===== config.mk =====
export PLATFORM = sky130hd
export DESIGN_NAME = ata_pio_sector_sequencer
export DESIGN_NICKNAME = d
export VERILOG_FILES = /design/src/rtl/aps_pkg.sv /design/src/rtl/aps_front.sv /design/src/rtl/aps_queue.sv /design/src/rtl/aps_back.sv /design/src/rtl/ata_pio_sector_sequencer.sv
export SDC_FILE = /design/constraint.sdc
export NUM_CORES = 1
export LEC_CHECK = 0
export ABC_AREA = 0
export BUFFER_PORTS_ARGS = -buffer_cell sky130_fd_sc_hd__buf_2
export CELL_PAD_IN_SITES_DETAIL_PLACEMENT = 1
export CELL_PAD_IN_SITES_GLOBAL_PLACEMENT = 2
export CORE_MARGIN = 5
export CORE_UTILIZATION = 40
export CTS_CLUSTER_DIAMETER = 30
export CTS_CLUSTER_SIZE = 30
export DETAILED_ROUTE_END_ITERATION = 8
export GPL_TIMING_DRIVEN = 0
export PLACE_DENSITY = 0.87
export SLEW_MARGIN = 0
export SYNTH_ARGS = -nofsm -noshare
export SYNTH_HDL_FRONTEND = slang
export SYNTH_HIERARCHICAL = 1
export SYNTH_SLANG_ARGS = --single-unit

===== constraint.sdc =====
create_clock -name clk -period 5.4 [get_ports clk]
set_clock_uncertainty 0.05 [all_clocks]
set_input_delay 0.81 -clock clk [delete_from_list [all_inputs] [get_ports clk]]
set_output_delay 0.81 -clock clk [all_outputs]
set_load 0.01 [all_outputs]

===== src/rtl/aps_pkg.sv =====
// ----------------------------------------------------------------------------
// aps_pkg
// Shared types and constants for the ATA PIO sector sequencer.
// ----------------------------------------------------------------------------
package aps_pkg;

    localparam int CfgWidth = 24;
    localparam int LbaWidth = 28;
    localparam int DefaultSectorWords = 256;

    localparam logic [2:0] CMD_READ   = 3'd0;
    localparam logic [2:0] CMD_WRITE  = 3'd1;
    localparam logic [2:0] CMD_IDENT  = 3'd2;
    localparam logic [2:0] CMD_STATUS = 3'd3;
    localparam logic [2:0] CMD_DATA   = 3'd4;
    localparam logic [2:0] CMD_RESET  = 3'd5;

    localparam logic [1:0] CFG_BUSY_LIMIT  = 2'd0;
    localparam logic [1:0] CFG_DRQ_LIMIT   = 2'd1;
    localparam logic [1:0] CFG_IDENT_LIMIT = 2'd2;

    localparam logic [3:0] REG_DATA    = 4'd0;
    localparam logic [3:0] REG_COUNT   = 4'd2;
    localparam logic [3:0] REG_LBA0    = 4'd3;
    localparam logic [3:0] REG_LBA1    = 4'd4;
    localparam logic [3:0] REG_LBA2    = 4'd5;
    localparam logic [3:0] REG_SELECT  = 4'd6;
    localparam logic [3:0] REG_CMD     = 4'd7;
    localparam logic [3:0] REG_CONTROL = 4'd8;

    localparam logic [7:0] ST_BSY = 8'h80;
    localparam logic [7:0] ST_DRQ = 8'h08;
    localparam logic [7:0] ST_ERR = 8'h01;

    localparam logic [7:0] ATA_READ_SECTORS  = 8'h20;
    localparam logic [7:0] ATA_WRITE_SECTORS = 8'h30;
    localparam logic [7:0] ATA_IDENTIFY      = 8'hEC;
    localparam logic [7:0] SEL_LBA_MASTER    = 8'hE0;
    localparam logic [7:0] SEL_MASTER        = 8'hA0;
    localparam logic [7:0] SEL_SLAVE         = 8'hB0;
    localparam logic [7:0] CTRL_SRST         = 8'h04;

    localparam logic [1:0] OC_OK       = 2'd0;
    localparam logic [1:0] OC_ERROR    = 2'd1;
    localparam logic [1:0] OC_NO_DRIVE = 2'd2;

    localparam logic [23:0] RST_BUSY_LIMIT  = 24'd1000000;
    localparam logic [23:0] RST_DRQ_LIMIT   = 24'd10000000;
    localparam logic [23:0] RST_IDENT_LIMIT = 24'd1000000;

    typedef enum logic [4:0] {
        PH_IDLE  = 5'b00001,
        PH_BUSY  = 5'b00010,
        PH_DRQ   = 5'b00100,
        PH_IDENT = 5'b01000,
        PH_XFER  = 5'b10000
    } phase_t;

    typedef enum logic [1:0] {
        OP_READ  = 2'd0,
        OP_WRITE = 2'd1,
        OP_IDENT = 2'd2
    } op_t;

    typedef enum logic [1:0] {
        K_SINGLE = 2'd0,
        K_SETUP  = 2'd1,
        K_IDENT  = 2'd2,
        K_RESET  = 2'd3
    } kind_t;

    typedef struct packed {
        logic        req;
        logic        wr;
        logic [3:0]  regsel;
        logic [15:0] value;
        logic        wv;
        logic [15:0] word;
        logic        fin;
        logic [1:0]  oc;
    } res_t;

    typedef struct packed {
        kind_t                kind;
        logic [2:0]           last_step;
        logic [LbaWidth-1:0]  addr;
        logic                 slave;
        logic                 wr_op;
        res_t                 tail;
    } desc_t;

    function automatic res_t res_none();
        res_t r;
        r = '0;
        return r;
    endfunction

    function automatic res_t res_rd(input logic [3:0] regsel);
        res_t r;
        r = '0;
        r.req = 1'b1;
        r.regsel = regsel;
        return r;
    endfunction

    function automatic res_t res_wr(input logic [3:0] regsel, input logic [15:0] value);
        res_t r;
        r = '0;
        r.req = 1'b1;
        r.wr = 1'b1;
        r.regsel = regsel;
        r.value = value;
        return r;
    endfunction

    function automatic res_t res_fin(input logic [1:0] oc);
        res_t r;
        r = '0;
        r.fin = 1'b1;
        r.oc = oc;
        return r;
    endfunction

endpackage


===== src/rtl/aps_front.sv =====
// ----------------------------------------------------------------------------
// aps_front
// Accepts requests, tracks the sequencer phase and emits burst descriptors.
// ----------------------------------------------------------------------------
module aps_front #(
    parameter int SECTOR_WORDS = aps_pkg::DefaultSectorWords
) (
    input  logic                        clk,
    input  logic                        rst_n,
    input  logic                        cfg_write,
    input  logic [1:0]                  cfg_index,
    input  logic [aps_pkg::CfgWidth-1:0] cfg_data,
    input  logic                        accept,
    input  logic [2:0]                  command,
    input  logic [aps_pkg::LbaWidth-1:0] lba,
    input  logic                        drive_slave,
    input  logic [7:0]                  status_byte,
    input  logic [15:0]                 data_word,
    output logic                        push,
    output aps_pkg::desc_t              push_desc
);
    import aps_pkg::*;

    localparam int WcWidth = $clog2(SECTOR_WORDS + 1);

    logic [CfgWidth-1:0] busy_lim_reg, drq_lim_reg, ident_lim_reg;
    phase_t              phase_reg, phase_next;
    op_t                 op_reg, op_next;
    logic [LbaWidth-1:0] addr_reg, addr_next;
    logic [CfgWidth-1:0] pc_reg, pc_next, pc_inc;
    logic [WcWidth-1:0]  wc_reg, wc_next;
    logic                first_reg, first_next;
    logic [WcWidth:0]    wc_inc;
    logic                done;
    logic                emit;
    desc_t               d;

    assign pc_inc = pc_reg + 1'b1;
    assign wc_inc = {1'b0, wc_reg} + 1'b1;
    assign done = wc_inc >= (WcWidth+1)'(SECTOR_WORDS);

    always_comb
    begin
        phase_next = phase_reg;
        op_next = op_reg;
        addr_next = addr_reg;
        pc_next = pc_reg;
        wc_next = wc_reg;
        first_next = first_reg;
        emit = 1'b0;
        d = '0;
        d.kind = K_SINGLE;
        d.addr = addr_reg;
        d.wr_op = (op_reg == OP_WRITE);
        d.slave = drive_slave;
        case (command)
            CMD_READ, CMD_WRITE:
            begin
                if (phase_reg == PH_IDLE)
                begin
                    op_next = (command == CMD_READ) ? OP_READ : OP_WRITE;
                    addr_next = lba;
                    pc_next = '0;
                    phase_next = PH_BUSY;
                    emit = 1'b1;
                    d.tail = res_rd(REG_CMD);
                end
            end
            CMD_IDENT:
            begin
                if (phase_reg == PH_IDLE)
                begin
                    op_next = OP_IDENT;
                    first_next = 1'b1;
                    pc_next = '0;
                    phase_next = PH_IDENT;
                    emit = 1'b1;
                    d.kind = K_IDENT;
                    d.last_step = 3'd2;
                end
            end
            CMD_STATUS:
            begin
                case (phase_reg)
                    PH_BUSY:
                    begin
                        emit = 1'b1;
                        if ((status_byte & ST_BSY) != '0 && pc_reg < busy_lim_reg)
                        begin
                            pc_next = pc_inc;
                            d.tail = res_rd(REG_CMD);
                        end
                        else
                        begin
                            d.kind = K_SETUP;
                            d.last_step = 3'd7;
                            pc_next = '0;
                            if (drq_lim_reg != '0)
                            begin
                                phase_next = PH_DRQ;
                                d.tail = res_rd(REG_CMD);
                            end
                            else
                            begin
                                phase_next = PH_XFER;
                                wc_next = '0;
                                if (op_reg == OP_WRITE)
                                begin
                                    d.last_step = 3'd6;
                                end
                                else
                                begin
                                    d.tail = res_rd(REG_DATA);
                                end
                            end
                        end
                    end
                    PH_DRQ:
                    begin
                        pc_next = pc_inc;
                        if ((status_byte & ST_ERR) != '0)
                        begin
                            emit = 1'b1;
                            d.tail = res_fin(OC_ERROR);
                            phase_next = PH_IDLE;
                        end
                        else if ((status_byte & ST_DRQ) == '0 && pc_inc < drq_lim_reg)
                        begin
                            emit = 1'b1;
                            d.tail = res_rd(REG_CMD);
                        end
                        else
                        begin
                            phase_next = PH_XFER;
                            wc_next = '0;
                            emit = (op_reg != OP_WRITE);
                            d.tail = res_rd(REG_DATA);
                        end
                    end
                    PH_IDENT:
                    begin
                        emit = 1'b1;
                        if (first_reg)
                        begin
                            first_next = 1'b0;
                            pc_next = '0;
                            if (status_byte == 8'h00 || status_byte == 8'hFF
                                || ident_lim_reg == '0)
                            begin
                                d.tail = res_fin(OC_NO_DRIVE);
                                phase_next = PH_IDLE;
                            end
                            else
                            begin
                                d.tail = res_rd(REG_CMD);
                            end
                        end
                        else
                        begin
                            pc_next = pc_inc;
                            if ((status_byte & ST_DRQ) != '0)
                            begin
                                phase_next = PH_XFER;
                                wc_next = '0;
                                d.tail = res_rd(REG_DATA);
                            end
                            else if ((status_byte & ST_ERR) != '0)
                            begin
                                d.tail = res_fin(OC_ERROR);
                                phase_next = PH_IDLE;
                            end
                            else if (pc_inc < ident_lim_reg)
                            begin
                                d.tail = res_rd(REG_CMD);
                            end
                            else
                            begin
                                d.tail = res_fin(OC_NO_DRIVE);
                                phase_next = PH_IDLE;
                            end
                        end
                    end
                    default:
                    begin
                        emit = 1'b0;
                    end
                endcase
            end
            CMD_DATA:
            begin
                if (phase_reg == PH_XFER)
                begin
                    emit = 1'b1;
                    wc_next = wc_inc[WcWidth-1:0];
                    if (op_reg == OP_WRITE)
                    begin
                        d.tail = res_wr(REG_DATA, data_word);
                    end
                    else
                    begin
                        d.tail = done ? res_none() : res_rd(REG_DATA);
                        d.tail.wv = (op_reg == OP_READ);
                        d.tail.word = (op_reg == OP_READ) ? data_word : 16'h0000;
                    end
                    d.tail.fin = done;
                    if (done)
                    begin
                        phase_next = PH_IDLE;
                    end
                end
            end
            CMD_RESET:
            begin
                emit = 1'b1;
                d.kind = K_RESET;
                d.last_step = 3'd1;
                phase_next = PH_IDLE;
                first_next = 1'b0;
            end
            default:
            begin
                emit = 1'b0;
            end
        endcase
    end

    assign push = accept && emit;
    assign push_desc = d;

    always_ff @(posedge clk or negedge rst_n)
    begin
        if (!rst_n)
        begin
            busy_lim_reg <= RST_BUSY_LIMIT;
            drq_lim_reg <= RST_DRQ_LIMIT;
            ident_lim_reg <= RST_IDENT_LIMIT;
            phase_reg <= PH_IDLE;
            op_reg <= OP_READ;
            addr_reg <= '0;
            pc_reg <= '0;
            wc_reg <= '0;
            first_reg <= 1'b0;
        end
        else
        begin
            if (cfg_write)
            begin
                case (cfg_index)
                    CFG_BUSY_LIMIT:  busy_lim_reg <= cfg_data;
                    CFG_DRQ_LIMIT:   drq_lim_reg <= cfg_data;
                    CFG_IDENT_LIMIT: ident_lim_reg <= cfg_data;
                    default:         busy_lim_reg <= busy_lim_reg;
                endcase
            end
            if (accept)
            begin
                phase_reg <= phase_next;
                op_reg <= op_next;
                addr_reg <= addr_next;
                pc_reg <= pc_next;
                wc_reg <= wc_next;
                first_reg <= first_next;
            end
        end
    end

endmodule


===== src/rtl/aps_queue.sv =====
// ----------------------------------------------------------------------------
// aps_queue
// Small descriptor FIFO between the front and back parts.
// ----------------------------------------------------------------------------
module aps_queue (
    input  logic           clk,
    input  logic           rst_n,
    input  logic           push,
    input  aps_pkg::desc_t push_desc,
    input  logic           pop,
    output logic           full,
    output logic           empty,
    output aps_pkg::desc_t head
);
    import aps_pkg::*;

    localparam int Depth = 4;
    localparam int PtrWidth = $clog2(Depth);

    desc_t               mem [Depth];
    logic [PtrWidth-1:0] wp_reg, rp_reg;
    logic [PtrWidth:0]   cnt_reg;

    assign full = (cnt_reg == (PtrWidth+1)'(Depth));
    assign empty = (cnt_reg == '0);
    assign head = mem[rp_reg];

    always_ff @(posedge clk)
    begin
        if (push)
        begin
            mem[wp_reg] <= push_desc;
        end
    end

    always_ff @(posedge clk or negedge rst_n)
    begin
        if (!rst_n)
        begin
            wp_reg <= '0;
            rp_reg <= '0;
            cnt_reg <= '0;
        end
        else
        begin
            if (push)
            begin
                wp_reg <= wp_reg + 1'b1;
            end
            if (pop)
            begin
                rp_reg <= rp_reg + 1'b1;
            end
            if (push && !pop)
            begin
                cnt_reg <= cnt_reg + 1'b1;
            end
            else if (pop && !push)
            begin
                cnt_reg <= cnt_reg - 1'b1;
            end
        end
    end

endmodule


===== src/rtl/aps_back.sv =====
// ----------------------------------------------------------------------------
// aps_back
// Expands descriptors into output-stage results, one per cycle unless stalled.
// ----------------------------------------------------------------------------
module aps_back (
    input  logic           clk,
    input  logic           rst_n,
    input  logic           empty,
    input  aps_pkg::desc_t head,
    output logic           pop,
    input  logic           out_stall,
    output logic           out_valid,
    output aps_pkg::res_t  out_res,
    output logic           out_last
);
    import aps_pkg::*;

    logic [2:0] step_reg;
    logic       ov_reg;
    res_t       res_reg;
    logic       last_reg;
    res_t       r;
    logic       adv;
    logic       is_last;

    assign adv = !empty && (!ov_reg || !out_stall);
    assign is_last = (step_reg == head.last_step);
    assign pop = adv && is_last;

    always_comb
    begin
        r = head.tail;
        case (head.kind)
            K_SETUP:
            begin
                case (step_reg)
                    3'd0: r = res_wr(REG_SELECT, {8'h00, SEL_LBA_MASTER});
                    3'd1: r = res_wr(REG_COUNT, 16'h0001);
                    3'd2: r = res_wr(REG_LBA0, {8'h00, head.addr[7:0]});
                    3'd3: r = res_wr(REG_LBA1, {8'h00, head.addr[15:8]});
                    3'd4: r = res_wr(REG_LBA2, {8'h00, head.addr[23:16]});
                    3'd5: r = res_wr(REG_SELECT,
                                     {8'h00, SEL_LBA_MASTER | {4'h0, head.addr[27:24]}});
                    3'd6: r = res_wr(REG_CMD, {8'h00, head.wr_op ? ATA_WRITE_SECTORS
                                                                 : ATA_READ_SECTORS});
                    default: r = head.tail;
                endcase
            end
            K_IDENT:
            begin
                case (step_reg)
                    3'd0: r = res_wr(REG_SELECT, {8'h00, head.slave ? SEL_SLAVE
                                                                    : SEL_MASTER});
                    3'd1: r = res_wr(REG_CMD, {8'h00, ATA_IDENTIFY});
                    default: r = res_rd(REG_CMD);
                endcase
            end
            K_RESET:
            begin
                if (step_reg == 3'd0)
                begin
                    r = res_wr(REG_CONTROL, {8'h00, CTRL_SRST});
                end
                else
                begin
                    r = res_wr(REG_CONTROL, 16'h0000);
                    r.fin = 1'b1;
                    r.oc = OC_OK;
                end
            end
            default:
            begin
                r = head.tail;
            end
        endcase
    end

    always_ff @(posedge clk)
    begin
        if (adv)
        begin
            res_reg <= r;
            last_reg <= is_last;
        end
    end

    always_ff @(posedge clk or negedge rst_n)
    begin
        if (!rst_n)
        begin
            ov_reg <= 1'b0;
            step_reg <= '0;
        end
        else
        begin
            if (adv)
            begin
                ov_reg <= 1'b1;
                step_reg <= is_last ? 3'd0 : step_reg + 1'b1;
            end
            else if (!out_stall)
            begin
                ov_reg <= 1'b0;
            end
        end
    end

    assign out_valid = ov_reg;
    assign out_res = res_reg;
    assign out_last = last_reg;

endmodule


===== src/rtl/ata_pio_sector_sequencer.sv =====
// ----------------------------------------------------------------------------
// ata_pio_sector_sequencer
// Host-side ATA PIO sequencer for one sector with 28-bit LBA addressing.
//
// Channel   Handshake             Payload
// input     in_valid / in_stall   command, lba, drive_slave, status_byte, data_word
// output    out_valid / out_stall bus_*, word_valid, sector_word, finished, outcome, last
// config    cfg_write             cfg_index, cfg_data
//
// A request is classified in the cycle it is accepted; one request is taken per cycle
// while the descriptor queue is not full. The back part produces the results of each
// request one at a time; a four-entry descriptor queue separates the two parts.
// in_stall rises only when that queue is full; out_stall holds the output register.
// Reset is asynchronous and clears all control state and loads the poll limits.
// ----------------------------------------------------------------------------
module ata_pio_sector_sequencer #(
    parameter int SECTOR_WORDS = aps_pkg::DefaultSectorWords
) (
    input  logic                         clk,
    input  logic                         rst_n,
    input  logic                         cfg_write,
    input  logic [1:0]                   cfg_index,
    input  logic [aps_pkg::CfgWidth-1:0] cfg_data,
    input  logic                         in_valid,
    output logic                         in_stall,
    input  logic [2:0]                   command,
    input  logic [aps_pkg::LbaWidth-1:0] lba,
    input  logic                         drive_slave,
    input  logic [7:0]                   status_byte,
    input  logic [15:0]                  data_word,
    output logic                         out_valid,
    input  logic                         out_stall,
    output logic                         bus_request,
    output logic                         bus_write,
    output logic [3:0]                   bus_register,
    output logic [15:0]                  bus_value,
    output logic                         word_valid,
    output logic [15:0]                  sector_word,
    output logic                         finished,
    output logic [1:0]                   outcome,
    output logic                         last
);
    import aps_pkg::*;

    logic  accept, push, pop, full, empty;
    desc_t push_desc, head;
    res_t  res;

    assign in_stall = full;
    assign accept = in_valid && !full;

    aps_front #(.SECTOR_WORDS(SECTOR_WORDS)) u_front (
        .clk(clk), .rst_n(rst_n),
        .cfg_write(cfg_write), .cfg_index(cfg_index), .cfg_data(cfg_data),
        .accept(accept), .command(command), .lba(lba), .drive_slave(drive_slave),
        .status_byte(status_byte), .data_word(data_word),
        .push(push), .push_desc(push_desc)
    );

    aps_queue u_queue (
        .clk(clk), .rst_n(rst_n), .push(push), .push_desc(push_desc),
        .pop(pop), .full(full), .empty(empty), .head(head)
    );

    aps_back u_back (
        .clk(clk), .rst_n(rst_n), .empty(empty), .head(head), .pop(pop),
        .out_stall(out_stall), .out_valid(out_valid), .out_res(res), .out_last(last)
    );

    assign bus_request = res.req;
    assign bus_write = res.wr;
    assign bus_register = res.regsel;
    assign bus_value = res.value;
    assign word_valid = res.wv;
    assign sector_word = res.word;
    assign finished = res.fin;
    assign outcome = res.oc;

    a_no_overflow: assert property (@(posedge clk) disable iff (!rst_n)
        !(push && full && !pop))
        else $error("descriptor queue overflow");

    a_fin_no_read: assert property (@(posedge clk) disable iff (!rst_n)
        (out_valid && finished) |-> (!bus_request || bus_write))
        else $error("finishing result carries a read access");

    a_word_not_write: assert property (@(posedge clk) disable iff (!rst_n)
        (out_valid && word_valid) |-> !bus_write)
        else $error("sector word on a write access");

endmodule


# Word-level counts from Yosys, hierarchy flattened
# Memory sizes are Yosys's and may differ from the RTL's.
# Cells that the tools add are included.
# totals
ramBits,308
wordCells,200
reg_bits,195
inputBits,87
memories,1
output_inout_bits,45
# memory_table
memory,depth,width,read_ports,rd_clocked_by_memory_dff,write_ports,line_no,rtl
u_queue.mem,4,77,1,0,1,aps_queue.sv:20,desc_t mem [Depth];
# classes
n_lt_le_gt_ge,4
reduce_logical,44
n_mux,78
eq_ne,43
add_sub_neg,7
# op_table
operator,count
42-bit two-way mux,13
42-bit one-hot mux with 3 select lines,3
42-bit one-hot mux with 7 select lines,1
5-bit two-way mux,17
41-bit one-hot mux with 2 select lines,1
24-bit less-than comparator,3
24-bit two-way mux,3
24-bit one-hot mux with 3 select lines,1
9-bit two-way mux,7
24-bit one-hot mux with 2 select lines,1
39-bit two-way mux,1
5-bit one-hot mux with 3 select lines,2
9-bit one-hot mux with 3 select lines,1
5-bit one-hot mux with 5 select lines,1
"24-bit by 1-bit adder with 24-bit output, second input constant",1
24-bit logical NOT,1
24-bit nonzero test,1
23-bit two-way mux,1
"3-bit == test, second input constant",6
"3-bit inequality test, second input constant",6
9-bit one-hot mux with 2 select lines,1
8-bit logical NOT,2
16-bit two-way mux,1
"2-bit by 1-bit inequality test with 1-bit output, second input constant",8
42 further kinds,93

# Logic depth before layout (Yosys ltp)
# depth
depth_word,12
depth_mapped,21
mapped_depth_nobuf,21

# By module
# The synthesis kept the hierarchy.
# modules_own_cells
mod,area_per_inst_um2,n_inst,cells_each,seq_area_each_um2
aps_queue,11504.8,1,437,9424.0
aps_front,8698.3,1,890,3557.2
aps_back,2376.0,1,204,1391.3
ata_pio_sector_sequencer,13.8,1,1,0.0

# Worst setup path before layout
# OpenSTA, ideal clock, no wires.
# synth_timing
path_type,register -> register
from,register u_front.pc_reg[0]
to,memory u_queue/mem[0][0] (netlist bit) (enable)
setup_ns,0.444
path_stages_with_launch,17
required_time_ns,4.906
arrival_time_ns,5.485
synth_period_minus_slack_ns,5.979
n_path_buf,0
setup_slack_ns,-0.579
cell_sequence,dfrtp_1 ha_1 nand3_1 or4_1 nor2_1 and4_1 nand3_1 xnor2_1 ha_1 nand4_1 nor3_1 a2111oi_0 o211ai_1 a21oi_1 nor3_1 nor2_1 and2_1
# synth_between
elab_chain_cells,10
# synth_lines
item,line_no,rtl
"start, declared",aps_front.sv:30,"logic [CfgWidth-1:0] pc_reg, pc_next, pc_inc;"
"start signal, assigned",aps_front.sv:260,pc_reg <= pc_next;
24-bit by 1-bit adder with 24-bit output,aps_front.sv:38,assign pc_inc = pc_reg + 1'b1;
24-bit less-than comparator,aps_front.sv:127,else if ((status_byte & ST_DRQ) == '0 && pc_inc < drq_lim_reg)
1-bit logical AND,aps_front.sv:127,
1-bit two-way mux,aps_front.sv:127,
1-bit two-way mux,aps_front.sv:121,if ((status_byte & ST_ERR) != '0)
1-bit one-hot mux with 2 select lines,aps_front.sv:84,case (phase_reg)
1-bit one-hot mux with 4 select lines,aps_front.sv:56,case (command)
1-bit logical AND,aps_front.sv:227,assign push = accept && emit;
net push,ata_pio_sector_sequencer.sv:45,"logic accept, push, pop, full, empty;"
1-bit two-way mux,aps_queue.sv:30,if (push)
1-bit two-way mux (implied by the code),aps_queue.sv:32,mem[wp_reg] <= push_desc;
"end, declared",aps_queue.sv:20,
# The timed path passes the listed nets, and every way through them passes these cells.

# Final worst setup path
# layout_timing
from,register u_front.pc_reg[0]
to,memory u_queue/mem[2][1] (netlist bit) (enable)
# The elaborated chain is that of the path after synthesis.

==> run summary <==
Max Slew Vio Count - 0
Die Ht - 248 µm
Layout cell share with drive strength beyond 1 - 30.7%
FFs w/ async S/R, synth - 30.2%
Largest net degree at the start of global routing - 114
Post-synthesis cell count - 1532
Filler cell count - 5552
Max_slew headroom - 29.7%
Initial antenna violation count - 2
Max cap viols - 0
Core ar. - 0.0562 mm²
PD cells - 530 mW/mm²
Worst hold slack - 0.315 ns
Layout Cells excl Fill - 2626
Clock transition at path regs - 0.05 ns
Rows - 87
Register bit total from synthesis - 503
Critical path arrival - 5.36 ns
CP cell instances - ha_4, nand3_2, or4_4, nor2_4, and4_4, nand3_1, xnor2_2, ha_1, nand4_1, nor3_1, a2111oi_1, o211ai_1, buf_4, a21oi_2, nor3_1, nor2_4, buf_4, and2_4, buf_16
Worst EP required - 5.64 ns
Setup violators final - 0
Reg2reg start - u_front/pc_reg[0]$_DFFE_PN0P_
DIE AREA - 0.0613 mm²
Final WS setup - 0.281 ns
Clock insertion delay at the later pin of the skew report - 0.65 ns
Crit end category - register
TritonRoute pass-1 iters - 5
Sequential area share after synthesis - 63.6%
Most common library cells after synthesis - edfxtp_1, dfrtp_1, inv_1
Post-synth EDFFs - 351
Peak Freq - 195 MHz
Tcrit/Tclk final - 94.8%
Layout area overhead - 25.0%
Maximum vdd ir drop - 0.284 mV
CTS tree - done
Slowest cell delay on critical path - 0.61 ns
# placed instances - 2422
Worst reg2reg path depth - 19
Setup TNS - 0 ns
Wire per inst - 23.6 µm
FF-to-FF End - u_queue/mem[2][1]$_DFFE_PP_
H-tree depth - 3
# IOs - 132
Area occupied by multi-input gates - 0.00761 mm²
Dominant synthesized flop cell - edfxtp_1
Total CTS buffers - 100
Crit. Startpoint - u_front/pc_reg[0]$_DFFE_PN0P_
Dpl ws - -0.914 ns
Pleak - 0.0114 µW
Vias - 14300
FF+latch area - 0.0144 mm²
Clock root buffer - clkbuf_16
Final wirelength - 61.9 mm
DRT iter0 DRCs - 926
Post-DRT Antenna Nets - 0
Global-route usage over all layers - 20.4%
Critical-path maximum fanout - 50
Post-Syn Area per Cell - 14.7 µm²
Final nets - 1956
HPWL Detailed - 40.7 mm
Synth area leader - edfxtp_1
Die width - 248 µm
Top post-synthesis cells by area - edfxtp_1, dfrtp_1, mux4_2
Max reg flops - 308
Via-to-Cell Ratio - 5.46
Synthesized Nets - 1704
# DRC - 0
Startpoint Class - register
Final Hold Viols - 0
Unique masters post-synth - 83
Status - finished, final reports clean
Setup slack, reg-to-reg - 0.28 ns
Syn Std Cell Area - 0.0226 mm²
Routability cong. - 0.861
Vias in the first global route - 15900
Final Critical Period - 5.12 ns
Synth top area share - 46.7%
Synth warnings - 6
First-pass GRT wire length - 95.6 mm
Sink Count - 503
CTS Buffer Depth - 3
Gr ovfl total - 0
Starting density of the core - 40.2%
Hold Crit Class - primary input to register
Worst setup endpoint - u_queue/mem[2][1]$_DFFE_PP_
Port bufs - 128
Worst slew pin tran - 1.04 ns
Top-count cell post-synth - edfxtp_1
N_diodes - 0
WS Path Type - register to register
Slowest-stage cell, CP - or4_4
[power breakdown]
part           switching (µW)  internal [µW]  total, µW  leakage [µW]
Combinational            1940           1370       3310       0.00445
Sequential                311           4800       5110       0.00522
Clock                    2170           4360       6530       0.00175
Total                    4420          10500      15000        0.0114
[timing repair]
action,CTS,global route
gates resized for setup,12,12
setup buffers,7,4
gates cloned,4,0
pin swaps,8,6
hold endpoints to repair,17,0
setup endpoints to repair,322,264
hold buffers,1,0
[worst min-delay path by stage]
stage	startpoint	cells after the start	slack (ns)	endpoint
3_5_place_dp	u_queue/cnt_reg[2]$_DFFE_PN0P_	1	0.43	u_queue/cnt_reg[2]$_DFFE_PN0P_
2_1_floorplan	u_queue/cnt_reg[2]$_DFFE_PN0P_	1	0.41	u_queue/cnt_reg[2]$_DFFE_PN0P_
3_3_place_gp	u_queue/cnt_reg[2]$_DFFE_PN0P_	1	0.42	u_queue/cnt_reg[2]$_DFFE_PN0P_
4_1_cts	drive_slave	1	0.27	u_queue/mem[2][43]$_DFFE_PP_
5_1_grt	drive_slave	1	0.29	u_queue/mem[0][43]$_DFFE_PP_
6_report	drive_slave	1	0.32	u_queue/mem[2][43]$_DFFE_PP_
[logic make-up (layout without fill, tap and decap cells)]
| kind of cell | after synthesis | count (layout) | synth area share [%] |
|---|---|---|---|
| flip-flops | 503 | 503 | 63.6 |
| AND/OR/NAND/NOR | 371 | 375 | 8.84 |
| AO/OA/AOI/OAI | 209 | 209 | 6.23 |
| buffers and inverters | 169 | 503 | 3.36 |
| multiplexers | 162 | 162 | 12.0 |
| adder cells (fa/ha/maj) | 85 | 85 | 4.74 |
| XOR/XNOR | 32 | 32 | 1.24 |
| other | 1 | 1 | 0.0166 |
[final cells by class]
cell class              count  share of cell area, %
plain buffers              65                   1.31
clock buffers             117                   9.38
clock inverters            71                   3.52
inverters                 104                   1.38
multi-input cells         864                   27.0
flip-flops and latches    503                   50.9
well taps                 756                   3.35
repair buffers            146                   3.19
[layer usage]
metal  vias to the layer above  wire length [µm]  global-route usage [%]
li1                       6352                 -                       -
met1                      7388             24200                    24.9
met2                       459             32100                    35.8
met3                       132              3530                    3.88
met4                         4              2140                    8.21
met5                         -                23                       0
[metrics by stage]
| step | total power (µW) | instance area (µm²) | utilization, % |
|---|---|---|---|
| final | 15000 | 28200 | 50.3 |
| after floorplan | 7180 | 22600 | - |
| after detailed placement | 8390 | 24400 | 43.4 |
| after CTS | 15100 | 28100 | 50.1 |
| after global placement | 8180 | 24200 | 43.1 |
| after global routing | 15600 | 28200 | 50.3 |
[worst max-delay path, delay by kind of cell (launching register included)]
kind | cells | cell delay, ns
flip-flops | 1 | 0.41
buffers and inverters | 3 | 0.65
AND/OR/NAND/NOR | 10 | 2.16
adder cells (fa/ha/maj) | 2 | 0.47
XOR/XNOR | 1 | 0.30
AO/OA/AOI/OAI | 3 | 0.70
[cell usage in the layout, fill, tap and decap left out, types with 8 or more instances in the layout]
| cell type | synthesis | layout |
|---|---|---|
| clkbuf_1 | 38 | 48 |
| bufinv_16 | 0 | 17 |
| nand4_1 | 16 | 16 |
| a21o_1 | 16 | 16 |
| o221ai_1 | 10 | 10 |
| dfrtp_1 | 129 | 127 |
| and3_1 | 39 | 39 |
| edfxtp_1 | 351 | 351 |
| clkinvlp_4 | 0 | 12 |
| nand2_1 | 101 | 101 |
| mux4_2 | 77 | 77 |
| o211ai_1 | 8 | 8 |
| dfstp_2 | 23 | 23 |
| o21ai_0 | 64 | 64 |
| nor4_1 | 19 | 18 |
| xnor2_1 | 17 | 14 |
| buf_4 | 8 | 19 |
| nor2b_1 | 8 | 8 |
| a21oi_1 | 34 | 33 |
| buf_2 | 7 | 134 |
| a211oi_1 | 9 | 9 |
| mux2_2 | 80 | 80 |
| ha_1 | 84 | 82 |
| nand2b_1 | 22 | 22 |
| or3_1 | 9 | 9 |
| clkinv_2 | 0 | 21 |
| xor2_1 | 15 | 14 |
| inv_1 | 104 | 103 |
| nor2_1 | 37 | 35 |
| and2_1 | 40 | 36 |
| nand3_1 | 36 | 33 |
| nor3_1 | 17 | 15 |
| clkbuf_16 | 0 | 101 |
Note: power is estimated with default switching activity, not from simulation.
